[src/design/maf_pkg.sv]
// ----------------------------------------------------------------------------
// maf_pkg
// Shared types and constants of the message aggregation block.
// ----------------------------------------------------------------------------
`default_nettype none

package maf_pkg;

    localparam int HND_W      = 3;
    localparam int TGT_W      = 4;
    localparam int CNT_W      = 5;
    localparam int SLOT_W     = HND_W + TGT_W;
    localparam int WSEL_W     = 4;
    localparam int WADDR_W    = SLOT_W + WSEL_W;
    localparam int WORD_W     = 64;
    localparam int SLOTS      = 1 << SLOT_W;
    localparam int WORDS      = 1 << WADDR_W;
    localparam int HANDLERS   = 1 << HND_W;
    localparam int TARGETS    = 1 << TGT_W;
    localparam int CAP_WORDS  = 1 << WSEL_W;
    localparam int RES_LIMIT  = 16;

    typedef struct packed {
        logic              we;
        logic [SLOT_W-1:0] addr;
        logic [CNT_W-1:0]  data;
    } cnt_wr_t;

    typedef struct packed {
        logic               we;
        logic [WADDR_W-1:0] addr;
        logic [WORD_W-1:0]  data;
    } word_wr_t;

    typedef struct packed {
        logic [WORD_W-1:0] word_second;
        logic [WORD_W-1:0] word_first;
        logic [CNT_W-1:0]  batch_count;
        logic [TGT_W-1:0]  out_target;
        logic [HND_W-1:0]  out_handler;
        logic              batch_start;
    } result_t;

endpackage

`default_nettype wire

[src/design/maf_cnt_mem.sv]
// ----------------------------------------------------------------------------
// maf_cnt_mem
// Per-slot entry counts: synchronous memory with valid bits, unwritten reads 0.
// ----------------------------------------------------------------------------
`default_nettype none

module maf_cnt_mem (
    input  wire logic                      clk,
    input  wire logic                      rst_n,
    input  wire maf_pkg::cnt_wr_t          wr,
    input  wire logic [maf_pkg::SLOT_W-1:0] raddr,
    output logic [maf_pkg::CNT_W-1:0]      rdata
);

    logic [maf_pkg::CNT_W-1:0] mem [maf_pkg::SLOTS];
    logic [maf_pkg::SLOTS-1:0] vld_reg;
    logic [maf_pkg::CNT_W-1:0] rd_reg;
    logic                      rd_vld_reg;

    always_ff @(posedge clk)
    begin
        if (wr.we)
        begin
            mem[wr.addr] <= wr.data;
        end
        rd_reg <= mem[raddr];
    end

    always_ff @(posedge clk or negedge rst_n)
    begin
        if (!rst_n)
        begin
            vld_reg    <= '0;
            rd_vld_reg <= 1'b0;
        end
        else
        begin
            if (wr.we)
            begin
                vld_reg[wr.addr] <= 1'b1;
            end
            rd_vld_reg <= vld_reg[raddr];
        end
    end

    assign rdata = rd_vld_reg ? rd_reg : '0;

endmodule

`default_nettype wire

[config.mk]
export PLATFORM = sky130hd
export DESIGN_NAME = maf_cnt_mem
export DESIGN_NICKNAME = d
export VERILOG_FILES = /design/src/design/maf_pkg.sv /design/src/design/maf_cnt_mem.sv
export SDC_FILE = /design/constraint.sdc
export NUM_CORES = 1
export LEC_CHECK = 0
export CORE_MARGIN = 2
export CORE_UTILIZATION = 53
export CTS_CLUSTER_SIZE = 10
export DETAILED_ROUTE_END_ITERATION = 8
export DONT_BUFFER_PORTS = 1
export HOLD_SLACK_MARGIN = 0.1
export PLACE_DENSITY = 0.68
export SETUP_SLACK_MARGIN = 0.1
export SLEW_MARGIN = 20
export SYNTH_ARGS = -nofsm -noshare
export SYNTH_HDL_FRONTEND = slang
export SYNTH_SLANG_ARGS = --single-unit
export TNS_END_PERCENT = 50
[constraint.sdc]
create_clock -name clk -period 4.1 [get_ports clk]
set_input_delay 0.41 -clock clk [delete_from_list [all_inputs] [get_ports clk]]
set_output_delay 0.41 -clock clk [all_outputs]
set_load 0.05 [all_outputs]
==> summary.txt <==
Buf+Inv Stages, Crit Path -> 0
Yosys warns -> 0
Max Slew Vio Count -> 0
Number of port buffers -> 0
Crit path max fanout -> 192
Root buffer cell -> clkbuf_16
Final Hold Viols -> 0
Peak VDD IR -> 344 uV
FMAX -> 423 MHz
Crit path DAT -> 2.86 ns
Setup Buffers After CTS -> 0
CTS tree -> done
Nets -> 1468
Critical-path top delay cell -> mux4_2
Top FF cell, synth -> edfxtp_1
FF+latch area -> 22500 um^2
HPWL after detailed placement -> 36.6 mm
Vias -> 14100
CTS-repair resized insts -> 0
CORE AREA -> 56400 um^2
Hold crit path type -> input pin to flop
RSZ-0062 raised after global routing -> false
Die extent in x -> 243 um
Initial antenna violation count -> 1
Status -> completed
Fillers -> 4037
Worst-path cell chain -> mux4_2, mux4_2, mux4_2, mux2_2
Starting Density -> 0.537
GR Overflow Total -> 0
Total net switching power -> 0.00342 W
Clk buf depth -> 3
Clock Sinks -> 774
Mapped Nets -> 1445
H-tree depth -> 3
Most used cell, CP -> mux4_2
Die Y -> 243 um
Synth top area cells -> edfxtp_1, mux4_2, dfrtp_1
Mapped Area -> 30300 um^2
Final GP Congestion -> 0.797
Post-synth EDFFs -> 640
Async SR Flop Fraction -> 0.167
CP max stage delay -> 0.75 ns
CTS Buf Count -> 88
Count leader, synth -> edfxtp_1
Dpl cells -> 2103
Worst slew margin -> 0.407
Final worst-path cycle share -> 0.577
Synth area leader -> edfxtp_1
ANT nets after route -> 0
Worst-Margin Slew -> 0.890 ns
DRT Pass-1 Iters -> 5
Post-route non-filler standard cell count -> 2276
1st-iter DRT viols -> 1590
First-pass GRT wire length -> 98.4 mm
WL per Instance -> 28.4 um
Comb pwr share -> 0.053
Max FFs per register -> 640
Crit. End Element -> flop
Power Dens Cells -> 501 nW/um^2
Sw Share -> 0.202
TNS Setup -> 0 ns
Final Skew -> 0.0169 ns
Worst Path Class, Setup -> input pin to flop
Worst skew pair latency -> 0.63 ns
Multi-input logic area -> 7340 um^2
Min Tclk post-route -> 2.37 ns
Seq pwr share -> 0.522
Share of cells above drive strength 1 -> 0.287
Endpoints failing setup -> 0
Startpoint types -> input pin
Largest net degree at the start of global routing -> 193
Diodes inserted -> 0
Clock power share -> 0.425
Reg clk slew, reported paths -> 0.05 ns
Max_cap viols -> 0
Die area -> 59000 um^2
Sequential area share after synthesis -> 0.745
Layout overhead on the synthesized area -> 11.6%
I/O Pins -> 27
Internal power -> 0.0135 W
Synth Register Bits -> 774
Largest delay share family, worst path -> multiplexers
Hold buffer count at cts -> 9
Syn Area/Cell -> 21.3 um^2
Vias in the first global route -> 14700
Total GRT Usage -> 0.227
Yosys top cell area share -> 0.635
Vias per cell -> 6.18
DRC Markers -> 0
Leak -> 11.2 nW
Routed wire length -> 64.6 mm
Syn Inst Count -> 1423
Netlist cell types -> 21
Critical Path RT -> 4.60 ns
Top cells by count, synth -> edfxtp_1, mux4_2, nor2_1
Num rows -> 87
logic make-up after synthesis:
family	Yosys count	synth area share
buffers and inverters	91	0.0123
DFF	774	0.745
AOI/OAI and AO/OA	65	0.0161
and+or+nand+nor	235	0.0366
muxes	258	0.190
worst paths after layout:
check                      depth (start not counted)  slack, ns                        to                startpoint
hold reg to reg                                    1       0.46  vld_reg[127]$_DFFE_PN0P_  vld_reg[127]$_DFFE_PN0P_
hold / removal                                     2       0.13      rd_vld_reg$_DFF_PN0_                  raddr[6]
setup reg to reg                                   4       1.74         rd_reg[1]$_DFF_P_      mem[90][1]$_DFFE_PP_
max in group asynchronous                          2       3.09   vld_reg[60]$_DFFE_PN0P_                     rst_n
setup / recovery                                   4       1.73         rd_reg[4]$_DFF_P_                  raddr[0]
min in group asynchronous                          2       0.37   vld_reg[74]$_DFFE_PN0P_                     rst_n
placed cells by master, fill, tap and decap left out, types with 4 or more instances in the layout:
cell,count
edfxtp_1,640
mux4_2,252
nor2_1,131
dfrtp_1,129
clkbuf_16,91
clkbuf_1,66
o21bai_1,65
or2_2,63
nand2_1,13
nand3_1,9
buf_4,9
mux2_2,6
buf_16,6
and2_1,5
inv_1,5
dfxtp_1,5
nor2b_1,4
nand3b_1,4
worst register-to-register path: stages (launching register included):
cell,delay [ns]
edfxtp_1,0.43
mux4_2,0.46
mux4_2,0.55
mux4_2,0.52
mux2_2,0.28
routing by layer:
layer / up-vias / wire (um) / share of wire / global-route usage
met5: - / 0 / 0 / 0
met4: 0 / 1280 / 0.020 / 0.0641
met3: 96 / 4680 / 0.072 / 0.0421
met2: 566 / 31700 / 0.49 / 0.357
met1: 7552 / 27000 / 0.42 / 0.332
li1: 5848 / - / - / -
layout make-up:
cell class,count,share of cell area
flip-flops and latches,774,0.668
well taps,756,0.0280
multi-input cells,558,0.217
clock buffers,158,0.0752
inverters,5,0.000556
repair buffers,19,0.00838
clock inverters,6,0.00267
through the flow:
stage / hold slack, ns / cell area, um^2 / utilization / total power, W / setup WS (ns)
detailed placement: 0.117 / 30900 / 0.549 / 0.00972 / 1.53
finish: 0.133 / 33800 / 0.599 / 0.0169 / 1.73
floorplan: 0.114 / 30300 / - / 0.00962 / 1.23
CTS: 0.101 / 33800 / 0.599 / 0.0170 / 1.75
global placement: 0.117 / 30900 / 0.549 / 0.00970 / 1.59
global route: 0.128 / 33800 / 0.599 / 0.0174 / 1.68
power by group through the flow:
stage / logic [W] / registers [W] / clock network (W)
3_3_place_gp: 0.000738 / 0.00896 / 0
6_report: 0.000896 / 0.00882 / 0.00719
5_1_grt: 0.000944 / 0.00884 / 0.00765
3_5_place_dp: 0.000746 / 0.00897 / 0
4_1_cts: 0.000901 / 0.00882 / 0.00732
2_1_floorplan: 0.000681 / 0.00894 / 0
Note: power is estimated with default switching activity, not from simulation.
